## config.mk

```make
export PLATFORM = sky130hd
export DESIGN_NAME = conv3_win_cell
export DESIGN_NICKNAME = d
export VERILOG_FILES = /design/src/rtl/core/conv3_pkg.sv /design/src/rtl/core/conv3_win_cell.sv
export SDC_FILE = /design/constraint.sdc
export NUM_CORES = 1
export LEC_CHECK = 0
export BUFFER_PORTS_ARGS = -buffer_cell sky130_fd_sc_hd__buf_2
export CAP_MARGIN = 20
export CORE_UTILIZATION = 42
export DETAILED_ROUTE_END_ITERATION = 12
export HOLD_SLACK_MARGIN = 0.1
export PLACE_DENSITY_LB_ADDON = 0.08
export SLEW_MARGIN = 10
export SYNTH_ARGS = -nofsm -noshare
export SYNTH_HDL_FRONTEND = slang
export SYNTH_SLANG_ARGS = --single-unit
```

## constraint.sdc

```tcl
create_clock -name clk -period 1 [get_ports clk]
set_clock_uncertainty 0.15 [all_clocks]
set_input_delay 0.2 -clock clk [delete_from_list [all_inputs] [get_ports clk]]
set_output_delay 0.2 -clock clk [all_outputs]
set_load 0.02 [all_outputs]
```

## src/rtl/core/conv3_pkg.sv

```systemverilog
// ----------------------------------------------------------------------------
// conv3_pkg
// Shared types and constants of the 3x3 replicate-border convolution block.
// ----------------------------------------------------------------------------
`default_nettype none

package conv3_pkg;

  localparam int DEF_MAX_WIDTH       = 1024;
  localparam int DEF_MAX_HEIGHT      = 4096;
  localparam int DEF_COEFF_FRAC_BITS = 12;

  localparam int COEFF_W = 16;
  localparam int PROD_W  = 25;
  localparam int ROW_W   = 27;
  localparam int SUM_W   = 29;

  localparam logic [10:0] FRAME_WIDTH_RST  = 11'd1024;
  localparam logic [12:0] FRAME_HEIGHT_RST = 13'd1024;
  localparam logic [47:0] COEFF_TOP_RST    = 48'h0000_0000_0000;
  localparam logic [47:0] COEFF_MID_RST    = 48'h0000_1000_0000;
  localparam logic [47:0] COEFF_BOT_RST    = 48'h0000_0000_0000;

  typedef enum logic [2:0] {
    REG_FRAME_WIDTH  = 3'd0,
    REG_FRAME_HEIGHT = 3'd1,
    REG_COEFF_TOP    = 3'd2,
    REG_COEFF_MID    = 3'd3,
    REG_COEFF_BOT    = 3'd4
  } cfg_reg_t;

  typedef logic [7:0] pix_t;

  // one window column, rows above, current and below
  typedef struct packed {
    pix_t top;
    pix_t mid;
    pix_t bot;
  } col_t;

  typedef struct packed {
    col_t left;
    col_t mid;
    col_t right;
  } win_t;

  typedef struct packed {
    logic [9:0]  col;
    logic [11:0] row;
    logic        eof;
    logic        last;
  } meta_t;

  typedef struct packed {
    win_t  win;
    meta_t meta;
  } job_t;

endpackage

`default_nettype wire

```

## src/rtl/core/conv3_win_cell.sv

```systemverilog
// ----------------------------------------------------------------------------
// conv3_win_cell
// One column of the 3x3 window; takes its neighbor's column on a shift.
// ----------------------------------------------------------------------------
`default_nettype none

module conv3_win_cell (
  input  logic              clk,
  input  logic              rst_n,
  input  logic              shift,
  input  conv3_pkg::col_t   d,
  output conv3_pkg::col_t   q
);
  import conv3_pkg::*;

  col_t col_r;

  always_ff @(posedge clk) begin
    if (!rst_n) begin
      col_r <= '0;
    end else if (shift) begin
      col_r <= d;
    end
  end

  assign q = col_r;

endmodule

`default_nettype wire

```

==> impl_metrics.json, run 1 <==
{
  "r2r_slack_ns": 0.02,
  "synth.top_cell.area_share_pct": 51.68,
  "drc": 0,
  "grt_pass1_wl_um": 3732,
  "clkSinkCount": 24,
  "timing.final.ws_setup_ns": -0.1525,
  "max_freq_ghz": 0.8677,
  "irDropWorstVdd_uv": 1343,
  "grt_use_total_pct": 21.04,
  "largest_register_ffs": 24,
  "gp_congestion": 0.6001,
  "synth_seq_cells": 24,
  "slew-limit-headroom_pct": 77.85,
  "dieArea_um2": 2405,
  "numCtsBuffers": 3,
  "p_per_area_nw_per_um2": 1219,
  "drive_gt1_share_pct": 53.25,
  "power.total_mw": 2.062,
  "slowest_stage": "dfxtp_2",
  "whs_ns": 0.1459,
  "io_buffers": 50,
  "grt_antenna_before_repair": 0,
  "cp-end-kind": "output port",
  "timing.critical_path.fanout_max": 2,
  "drt_iter0_drc": 2,
  "ant_nets": 0,
  "dr.pass1.iters": 3,
  "fin_crit_sh_pct": 115.2,
  "cp.required_ns": 0.65,
  "clock_path_buffers": 2,
  "maxSlewViolCount": 0,
  "syn-num-nets": 104,
  "violations": "setup timing",
  "rsz0062_at_grt": "true",
  "area_growth_pct": 81.96,
  "vias": 816,
  "path_clk_slew_ns": 0.12,
  "synth_area_um2": 929.6,
  "rows": 16,
  "avgViaCountPerCell": 4.508,
  "diodes": 0,
  "outcome": "finished, violations left",
  "path_cells": "buf_6",
  "hp-class": "primary input to flip-flop",
  "worst_pin_slew_ns": 0.3322,
  "start_util_pct": 45.98,
  "start_kind": "flip-flop",
  "fillers": 129,
  "grt_pass1_vias": 860,
  "core_um2": 2022,
  "critical_path_arrival_ns": 0.80,
  "ios": 51,
  "fin_nets": 182,
  "htreeDepth": 1,
  "p_leak_nw": 0.8155,
  "maxCapViolCount": 0,
  "grt_start_max_net_pins": 25,
  "drt_wl_total_um": 2294,
  "synth_cell_types": 6,
  "avgSynthCellArea_um2": 12.07,
  "worstSetupPathType": "flip-flop to output port",
  "crit_family": "flip-flops",
  "setup_viol": 24,
  "synth_area_leaders": "dfxtp_1, mux2i_1, nor2b_1, buf_12, buf_6",
  "fin_crit_ns": 1.152,
  "fin_setup_tns_ns": -3.211,
  "cts_root_buffer": "clkbuf_4",
  "die_w_um": 49.05,
  "synth-warning-count": 0,
  "yosysTopAreaCell": "dfxtp_1",
  "hold_viol": 0,
  "grt_overflow": 0,
  "die_y_um": 49.05,
  "clock_latency_ns": 0.31,
  "mostFrequentLayoutCells": "buf_6, mux2i_1, nor2b_1, dfxtp_2, dlygate4sd3_1",
  "cts_tree": "built",
  "syn_inst": 77,
  "crit_path_max_incr_delay_ns": 0.37,
  "worst-path-buf-inv": 1,
  "yosysSeqAreaShare_pct": 51.68,
  "routedWlPerCell_um": 12.67,
  "final_common_cell": "buf_6"
}
cells in the mapped netlist, drive strengths merged:
cell / number
nor2b: 24
buf: 3
clkbuf: 2
dfxtp: 24
mux2i: 24
report_power, final:
group / internal, mW / switching [mW] / total, mW
logic: 0.301 / 0.194 / 0.495
registers: 1.02 / 0.0406 / 1.07
clock network: 0.223 / 0.279 / 0.502
logic make-up (layout without fill, tap and decap cells):
kind of cell | count (synthesis) | after routing | synth area share (%)
and+or+nand+nor | 24 | 24 | 16.15
buffers and inverters | 5 | 82 | 6.326
muxes | 24 | 24 | 25.84
DFF | 24 | 24 | 51.68
layout make-up:
type | instances | area (µm²) | share of cell area, %
repair buffers | 78 | 720.7 | 42.60
flip-flops and latches | 24 | 510.5 | 30.18
clock buffers | 4 | 36.28 | 2.145
well taps | 27 | 33.78 | 1.997
multi-input cells | 48 | 390.4 | 23.08
worst reg2reg max path, stage by stage (launching register included):
cell,delay [ns]
dfxtp_2,0.35
buf_6,0.11
buf_6,0.10
mux2i_1,0.12
nor2b_1,0.06
metal layers:
metal,track usage (%),wire length [µm]
met2,37.27,1160
met1,22.82,992
met5,0,0
met4,6.863,23
met3,8.100,118
final timing paths:
kind / from / endpoint / cells after the start
worst max-delay path: q[12] / q[12] / 1
worst min-delay path: rst_n / q[4] / 2
worst max register to register: q[1] / q[1] / 4
worst min register to register: q[2] / q[2] / 2
timing repair:
item | 4_1_cts | 5_1_grt
resized for setup | 72 | 4
pin swaps | 0 | 0
hold buffers | 24 | 0
hold endpoints to repair | 24 | 0
endpoints found under the setup margin | 24 | 31
setup buffers | 2 | 5
stage by stage:
step / cell area [µm²] / cells / utilization [%] / setup WS [ns]
4_1_cts: 1667 / 181 / 82.43 / -0.1467
5_1_grt: 1692 / 181 / 83.66 / -0.1977
6_report: 1692 / 181 / 83.66 / -0.1525
3_5_place_dp: 1195 / 151 / 59.10 / -0.02636
2_1_floorplan: 929.6 / 77 / - / 0.06215
3_3_place_gp: 1195 / 151 / 59.10 / -0.01081
(Power assumes the default switching activity.)
==> run 2, diff against run 1 <==
--- a/config.mk
+++ b/config.mk
@@ -7,7 +7,7 @@
 export LEC_CHECK = 0
 export BUFFER_PORTS_ARGS = -buffer_cell sky130_fd_sc_hd__buf_2
 export CAP_MARGIN = 20
-export CORE_UTILIZATION = 42
+export CORE_UTILIZATION = 30
 export DETAILED_ROUTE_END_ITERATION = 12
 export HOLD_SLACK_MARGIN = 0.1
 export PLACE_DENSITY_LB_ADDON = 0.08
==> run 2 against run 1 <==
Compared with the run above: worst setup slack improved by 0.0038 ns; highest routed layer unchanged; the flow finishes with violations (DRC, setup timing); register-to-register slack gained 0.18 ns; clock power increased by 37%; worst hold slack improved by 0.0075 ns.
==> impl_metrics.json, run 2 (same netlist as run 1, synthesis figures left out) <==
{
  "outcome": "finished, violations left",
  "violations": "DRC, setup timing",
  "hpwl_um": 1224,
  "place_ws_ns": -0.04512,
  "maxCapViolCount": 0,
  "hold_path.startpoint": "rst_n",
  "place_area_um2": 1200,
  "gp_congestion": 0.6287,
  "start_util_pct": 32.59,
  "avgViaCountPerCell": 4.251,
  "fillers": 238,
  "rows": 19,
  "r2r_cells": 2,
  "hp-class": "primary input to flip-flop",
  "routedWlPerCell_um": 11.16,
  "grt_overflow": 0,
  "slowest_stage": "dfxtp_2",
  "timing.critical_path.fanout_max": 2,
  "drt_iter0_drc": 19,
  "mostFrequentLayoutCells": "mux2i_1, nor2b_1, buf_6, dfxtp_2, dlygate4sd3_1",
  "cp_num_cells": 1,
  "critPathCapture": "q[9]",
  "fin_crit_ns": 1.149,
  "crit_family": "flip-flops",
  "whs_ns": 0.1534,
  "die_w_um": 57.67,
  "r2r_start": "q[9]",
  "ant_nets": 0,
  "core_um2": 2853,
  "drive_gt1_share_pct": 51.35,
  "worstSetupPathType": "flip-flop to output port",
  "diodes": 0,
  "drc": 4,
  "vias": 761,
  "clock_path_buffers": 2,
  "largest_register_ffs": 24,
  "p_leak_nw": 0.7791,
  "cp-startpoint": "q[9]",
  "critical_path_arrival_ns": 0.80,
  "worst-path-buf-inv": 1,
  "cts_tree": "built",
  "maxSlewViolCount": 0,
  "timing.final.ws_setup_ns": -0.1487,
  "grt_pass1_vias": 830,
  "area_growth_pct": 78.06,
  "r2r_slack_ns": 0.20,
  "die_y_um": 57.67,
  "setup_viol": 25,
  "fin_nets": 176,
  "irDropWorstVdd_uv": 800.7,
  "path_clk_slew_ns": 0.13,
  "final_area_um2": 1655,
  "clkSinkCount": 24,
  "slew-limit-headroom_pct": 77.24,
  "grt_start_max_net_pins": 25,
  "dr.pass1.iters": 7,
  "max_freq_ghz": 0.8705,
  "clock_latency_ns": 0.31,
  "grt_pass1_wl_um": 3456,
  "numCtsBuffers": 3,
  "grt_use_total_pct": 13.50,
  "cts_root_buffer": "clkbuf_4",
  "cp.required_ns": 0.65,
  "r2r-end": "q[9]",
  "rsz0062_at_grt": "true",
  "start_kind": "flip-flop",
  "ios": 51,
  "drt_wl_total_um": 1998,
  "htreeDepth": 1,
  "worst_pin_slew_ns": 0.3415,
  "hold_viol": 0,
  "cp-end-kind": "output port",
  "p_per_area_nw_per_um2": 1336,
  "dieArea_um2": 3325,
  "io_buffers": 50,
  "fin_crit_sh_pct": 114.9,
  "grt_antenna_before_repair": 0,
  "path_cells": "buf_6",
  "crit_path_max_incr_delay_ns": 0.37
}
[run 2: per-stage QoR]
| step | power, mW | std cells | utilization (%) | TNS, ns |
|---|---|---|---|---|
| 2_1_floorplan | 1.273 | 77 | - | 0 |
| 3_3_place_gp | 1.387 | 155 | 42.06 | -0.05782 |
| 3_5_place_dp | 1.392 | 155 | 42.06 | -0.3337 |
| 4_1_cts | 2.262 | 183 | 58.64 | -3.645 |
| 5_1_grt | 2.314 | 179 | 58.03 | -4.133 |
| 6_report | 2.211 | 179 | 58.03 | -3.050 |
[run 2: per-layer routing]
metal	vias up	global-route usage (%)	share of wire [%]
li1	393	-	-
met1	338	15.59	44
met2	28	24.58	50
met3	2	4.688	4.9
met4	0	2.041	0.80
met5	-	0	0
[run 2: worst min path at each step]
stage / endpoint / cells past startpoint
after global placement: q[23] / 3
final: q[22] / 2
after floorplan: q[15] / 1
after CTS: q[17] / 2
after detailed placement: q[12] / 3
after global routing: q[20] / 2
[run 2: area by class of cell]
cell class,count,area [µm²],area share (%)
clock buffer,3,22.52,1.361
clock inverter,1,30.03,1.814
multi-input combinational,48,390.4,23.58
sequential,24,510.5,30.84
tap,31,38.79,2.343
timing repair buffer,72,663.1,40.06
[run 2: where the power goes]
part	internal [mW]	switching [mW]	total, mW
sequential	1.02	0.0390	1.06
combinational	0.280	0.181	0.461
clock	0.405	0.281	0.686
[run 2: timing repair]
item / 4_1_cts / 5_1_grt
hold buffers: 24 / 0
hold endpoints to repair: 24 / 0
setup endpoints to repair: 24 / 29
setup buffers: 0 / 0
gates resized for setup: 72 / 1
