## src/rtl/core/conv3_pkg.sv

```systemverilog
// ----------------------------------------------------------------------------
// conv3_pkg
// Shared types and constants of the 3x3 replicate-border convolution block.
// ----------------------------------------------------------------------------
`default_nettype none

package conv3_pkg;

  localparam int DEF_MAX_WIDTH       = 1024;
  localparam int DEF_MAX_HEIGHT      = 4096;
  localparam int DEF_COEFF_FRAC_BITS = 12;

  localparam int COEFF_W = 16;
  localparam int PROD_W  = 25;
  localparam int ROW_W   = 27;
  localparam int SUM_W   = 29;

  localparam logic [10:0] FRAME_WIDTH_RST  = 11'd1024;
  localparam logic [12:0] FRAME_HEIGHT_RST = 13'd1024;
  localparam logic [47:0] COEFF_TOP_RST    = 48'h0000_0000_0000;
  localparam logic [47:0] COEFF_MID_RST    = 48'h0000_1000_0000;
  localparam logic [47:0] COEFF_BOT_RST    = 48'h0000_0000_0000;

  typedef enum logic [2:0] {
    REG_FRAME_WIDTH  = 3'd0,
    REG_FRAME_HEIGHT = 3'd1,
    REG_COEFF_TOP    = 3'd2,
    REG_COEFF_MID    = 3'd3,
    REG_COEFF_BOT    = 3'd4
  } cfg_reg_t;

  typedef logic [7:0] pix_t;

  // one window column, rows above, current and below
  typedef struct packed {
    pix_t top;
    pix_t mid;
    pix_t bot;
  } col_t;

  typedef struct packed {
    col_t left;
    col_t mid;
    col_t right;
  } win_t;

  typedef struct packed {
    logic [9:0]  col;
    logic [11:0] row;
    logic        eof;
    logic        last;
  } meta_t;

  typedef struct packed {
    win_t  win;
    meta_t meta;
  } job_t;

endpackage

`default_nettype wire

```

## src/rtl/core/conv3_mac.sv

```systemverilog
// ----------------------------------------------------------------------------
// conv3_mac
// Weighted sum of a 3x3 window, magnitude, shift and saturation.
// ----------------------------------------------------------------------------
`default_nettype none

module conv3_mac #(
  parameter int COEFF_FRAC_BITS = conv3_pkg::DEF_COEFF_FRAC_BITS
) (
  input  logic              clk,
  input  logic              rst_n,
  input  logic [47:0]       coeff_top,
  input  logic [47:0]       coeff_mid,
  input  logic [47:0]       coeff_bot,
  input  logic              job_vld,
  input  conv3_pkg::job_t   job,
  output logic              job_rdy,
  output logic              out_valid,
  input  logic              out_ready,
  output logic [7:0]        out_pixel,
  output logic [9:0]        out_col,
  output logic [11:0]       out_row,
  output logic              out_end_of_frame,
  output logic              out_last_of_run
);
  import conv3_pkg::*;

  logic a_vld_r, b_vld_r, c_vld_r, out_valid_r;
  logic a_adv, b_adv, c_adv, d_adv;

  job_t                      a_job_r;
  meta_t                     b_meta_r, c_meta_r;
  logic signed [PROD_W-1:0]  b_prod_r [9];
  logic signed [PROD_W-1:0]  prod_nxt [9];
  logic signed [ROW_W-1:0]   c_row_r [3];
  logic signed [ROW_W-1:0]   row_nxt [3];
  logic [47:0]               kreg [3];
  logic signed [SUM_W-1:0]   sum;
  logic [SUM_W-1:0]          mag;
  logic [SUM_W-1:0]          shifted;
  logic [7:0]                pix_nxt;
  logic [7:0]                out_pixel_r;
  meta_t                     out_meta_r;

  function automatic pix_t pick(input col_t c, input int k);
    pix_t p;
    case (k)
      0:       p = c.top;
      1:       p = c.mid;
      default: p = c.bot;
    endcase
    return p;
  endfunction

  assign kreg[0] = coeff_top;
  assign kreg[1] = coeff_mid;
  assign kreg[2] = coeff_bot;

  assign d_adv   = !out_valid_r || out_ready;
  assign c_adv   = !c_vld_r || d_adv;
  assign b_adv   = !b_vld_r || c_adv;
  assign a_adv   = !a_vld_r || b_adv;
  assign job_rdy = a_adv;

  always_comb begin
    col_t                     cols [3];
    logic signed [COEFF_W-1:0] cf;
    logic signed [8:0]         px;
    logic signed [PROD_W-1:0]  pf;
    cols[0] = a_job_r.win.left;
    cols[1] = a_job_r.win.mid;
    cols[2] = a_job_r.win.right;
    for (int k = 0; k < 3; k++) begin
      for (int j = 0; j < 3; j++) begin
        cf = kreg[k][COEFF_W*j +: COEFF_W];
        px = {1'b0, pick(cols[j], k)};
        pf = cf * px;
        prod_nxt[k*3+j] = pf;
      end
    end
  end

  always_comb begin
    for (int k = 0; k < 3; k++) begin
      row_nxt[k] = ROW_W'(b_prod_r[k*3]) + ROW_W'(b_prod_r[k*3+1]) +
                   ROW_W'(b_prod_r[k*3+2]);
    end
  end

  always_comb begin
    sum     = SUM_W'(c_row_r[0]) + SUM_W'(c_row_r[1]) + SUM_W'(c_row_r[2]);
    mag     = sum[SUM_W-1] ? SUM_W'(-sum) : SUM_W'(sum);
    shifted = mag >> COEFF_FRAC_BITS;
    pix_nxt = (shifted > SUM_W'(255)) ? 8'hFF : shifted[7:0];
  end

  always_ff @(posedge clk) begin
    if (!rst_n) begin
      a_vld_r     <= 1'b0;
      b_vld_r     <= 1'b0;
      c_vld_r     <= 1'b0;
      out_valid_r <= 1'b0;
    end else begin
      if (a_adv) a_vld_r <= job_vld;
      if (b_adv) b_vld_r <= a_vld_r;
      if (c_adv) c_vld_r <= b_vld_r;
      if (d_adv) out_valid_r <= c_vld_r;
    end
  end

  always_ff @(posedge clk) begin
    if (a_adv && job_vld) a_job_r <= job;
    if (b_adv && a_vld_r) begin
      b_prod_r <= prod_nxt;
      b_meta_r <= a_job_r.meta;
    end
    if (c_adv && b_vld_r) begin
      c_row_r  <= row_nxt;
      c_meta_r <= b_meta_r;
    end
    if (d_adv && c_vld_r) begin
      out_pixel_r <= pix_nxt;
      out_meta_r  <= c_meta_r;
    end
  end

  assign out_valid        = out_valid_r;
  assign out_pixel        = out_pixel_r;
  assign out_col          = out_meta_r.col;
  assign out_row          = out_meta_r.row;
  assign out_end_of_frame = out_meta_r.eof;
  assign out_last_of_run  = out_meta_r.last;

`ifndef SYNTHESIS
  a_full_stall: assert property (@(posedge clk) disable iff (!rst_n)
    (a_vld_r && b_vld_r && c_vld_r && out_valid_r && !out_ready) |-> !job_rdy)
    else $error("mac takes a job while every stage is stalled");
`endif

endmodule

`default_nettype wire

```

## config.mk

```make
export PLATFORM = sky130hd
export DESIGN_NAME = conv3_mac
export DESIGN_NICKNAME = d
export VERILOG_FILES = /design/src/rtl/core/conv3_pkg.sv /design/src/rtl/core/conv3_mac.sv
export SDC_FILE = /design/constraint.sdc
export NUM_CORES = 2
export LEC_CHECK = 0
export ABC_AREA = 1
export BUFFER_PORTS_ARGS = -buffer_cell sky130_fd_sc_hd__buf_2
export CAP_MARGIN = 20
export CORE_ASPECT_RATIO = 1.25
export CORE_UTILIZATION = 40
export CTS_CLUSTER_SIZE = 40
export DETAILED_ROUTE_END_ITERATION = 16
export MAX_ROUTING_LAYER = met4
export PLACE_DENSITY = 0.66
export RECOVER_POWER = 100
export SYNTH_ARGS = -nofsm -noshare
export SYNTH_HDL_FRONTEND = slang
export SYNTH_SLANG_ARGS = --single-unit
export TNS_END_PERCENT = 10
```

## constraint.sdc

```tcl
create_clock -name clk -period 6 [get_ports clk]
set_clock_uncertainty 0.1 [all_clocks]
set_input_delay 0.6 -clock clk [delete_from_list [all_inputs] [get_ports clk]]
set_output_delay 0.6 -clock clk [all_outputs]
set_load 0.02 [all_outputs]
```

==> flow_summary_export.csv <==
group,metric,value,unit
outcome,outcome,"finished with violations",
outcome,violations,"max-capacitance violations, max-slew violations",
floorplanning,fp-row-count,165,
yosys,yosysWarnings,0,
global_routing,grt_pass1_vias,49200,
yosys,ys.flop_type,"edfxtp_1",
clock_tree,post_cts_buffers,0,
yosys,yosysSeqAreaShare,22.31,%
yosys,synth.distinct_cells,48,
yosys,postSynthCellCount,7479,
sta,fmax,0.1801,GHz
cells_and_area,fin_nets,9447,
sta,rsz0062_at_grt,"false",
detailed_routing,drt-initial-drc-count,2767,
sta,period_needed,5.553,ns
clock_tree,cts_max_level,2,
yosys,synth_top_area_share,31.42,%
cells_and_area,drive_above_1_share,5.081,%
place,placed_area,68390,um2
critical_path,slowest_delay,0.83,ns
yosys,synth_top_cells_by_count,"2,223 x inv_1, 1,718 x nand2_1, 1,024 x fa_1, 552 x ha_1, 482 x edfxtp_1",
global_routing,grt-ovfl-total,0,
critical_path,cp_common_cell,"nand2_1",
place,gp_congestion,0.9264,
detailed_routing,routed-via-count,46310,
sta,post-route-period-util,92.55,%
detailed_routing,wl_per_cell,15.92,um
sta,slew_violations,415,
critical_path,cp.required,6.32,ns
detailed_routing,post_drt_via_cell_ratio,4.697,
floorplanning,die_h,453.6,um
global_routing,grt_usage,20.31,%
global_routing,grt_pass1_wl,255700,um
floorplanning,core-area,161900,um2
floorplanning,die-area,164800,um2
critical_path,critPathBufInv,3,
yosys,syn_area,65250,um2
yosys,syn_nets,9299,
yosys,synth_edf_count,482,
clock_tree,clock_path_buffers,3,
floorplanning,io-pin-count,278,
clock_tree,cts_tree,"built",
critical_path,worstPathMaxFanout,16,
detailed_routing,dr.pass1.iters,6,
sta,maxSlewHeadroom,-135.2,%
critical_path,crit_type,"reg2reg",
detailed_routing,finalWirelength,157000,um
cells_and_area,fill_cells,15730,
min_path,hold_path.class,"in2reg",
yosys,ys_async_sr_fraction,0,%
clock_tree,cts_hold_buf,80,
place,dp_hpwl,131000,um
sta,fin_setup_tns,0,ns
detailed_routing,drc_errors,0,
global_routing,antenna_found_initial,23,
critical_path,crit_path_end_kind,"flip-flop",
clock_tree,cts_resized,0,
critical_path,start_kind,"flip-flop",
clock_tree,cts_root_buf,"clkbuf_16",
clock_tree,cts.reportedPaths.clkPinSlew,0.08,ns
yosys,avgSynthCellArea,8.724,um2
yosys,synthTopCellsByArea,"fa_1 31%, edfxtp_1 22%, inv_1 13%, ha_1 11%, nand2_1 9.9%",
yosys,ys_ff_latch,486,
place,io_buffers,277,
critical_path,path_cells,"nand2_1 > fa_1 > inv_1 > fa_1 > inv_1 > fa_1 > inv_1 > fa_1 > ha_1 > nand2_1 > o21ai_0 > nand2_1 > nand2_1 > a21oi_1 > o21ai_0 > nand2_1 > nand2_1 > nand2_1 > nand2_1 > nand2_1 > nand2_1 > a21oi_1 > xor2_1",
yosys,synth_most_common_cell,"inv_1",
floorplanning,die_width,363.2,um
cells_and_area,final_cell_area,71060,um2
cells_and_area,areaGrowthSynthToFinish,8.903,%
floorplanning,initial_utilization,40.31,%
critical_path,cp_slowest_cell,"edfxtp_1",
clock_tree,cts_sinks,486,
critical_path,worstPathArrival,5.88,ns
global_routing,grt_max_degree,159,
sta,worst_pin_slew,3.529,ns
clock_tree,clk_latency,0.72,ns
critical_path,cp_top_family,"adder cells",
yosys,synth_top_area_cell,"fa_1",
sta,report.final.setup_viol,0,
flow_run,drv_cap,5,
clock_tree,cts_buffers,57,
sta,hold_viol_final,0,
detailed_routing,drtAntennaViolNets,0,
-- path summary, 6_finish.rpt --
check	from	endpoint	slack (ns)	depth (start not counted)
max	a_job_r[89]	b_prod_r[224]	0.45	23
min	job[6]	a_job_r[6]	0.05	1
max reg2reg	a_job_r[89]	b_prod_r[224]	0.45	23
min reg2reg	b_meta_r[2]	c_meta_r[2]	0.32	0
-- area by class of cell --
cell class	instances	area [um2]	share of cell area (%)
inverters	2225	8354	11.76
repair buffers	379	2258	3.178
clock inverters	47	510.5	0.7184
diodes	14	35.03	0.04930
multi-input cells	4478	41170	57.94
well taps	2171	2716	3.823
flip-flops and latches	486	14550	20.48
clock buffers	61	1461	2.057
-- flip-flops by register name, indices dropped and copies added (netlist names) --
| name | cells |
|---|---|
| out_row | 12 |
| out_valid | 1 |
| out_end_of_frame | 1 |
| c_meta_r | 24 |
| out_last_of_run | 1 |
| c_vld_r | 1 |
| a_job_r | 96 |
| out_pixel | 8 |
| c_row_r | 81 |
| b_meta_r | 24 |
| b_vld_r | 1 |
| b_prod_r | 225 |
| out_col | 10 |
| a_vld_r | 1 |
-- metrics by stage --
stage               setup slack (ns)  utilization, %  cells  hold slack (ns)
floorplan                     0.3567               -   7479           0.3003
global placement              0.5001           42.25   9659           0.3001
detailed placement            0.4642           42.25   9659           0.3045
CTS                           0.4588           43.96   9847        0.0008079
global route                 0.01816           43.90   9859          0.02137
finish                        0.4469           43.90   9861          0.05495
-- per-layer routing --
layer  up-vias  GRT usage, %  wire length [um]
li1      22240             -                 -
met1     22760         23.09             61010
met2      1020         36.15             82100
met3       289         2.399              6907
met4         0         8.188              6975
met5         -             -                 0
-- cell families (layout without fill, tap and decap cells) --
family / after synthesis / in the layout / synth area share [%]
AOI/OAI and AO/OA: 525 / 525 / 4.439
buffers and inverters: 2515 / 2712 / 14.60
and+or+nand+nor: 2088 / 2088 / 12.78
xor gates and xnor gates: 289 / 289 / 3.879
DFF: 486 / 486 / 22.31
adders and majority gates: 1576 / 1576 / 42.00
other: 0 / 14 / 0
-- cells in the final DEF, fill, tap and decap left out, types with 66 or more instances in the layout --
cell type	instances
dlygate4sd3_1	80
fa_1	1024
a21oi_1	300
xnor2_1	131
buf_2	214
edfxtp_1	482
nand3_1	125
clkbuf_1	66
nand2_1	1719
ha_1	552
xor2_1	158
nor2_1	127
inv_1	2221
o21ai_0	113
Power is left out: the tool's default activity adds up to more than one toggle a clock period on the data nets, which glitch-free logic cannot reach.
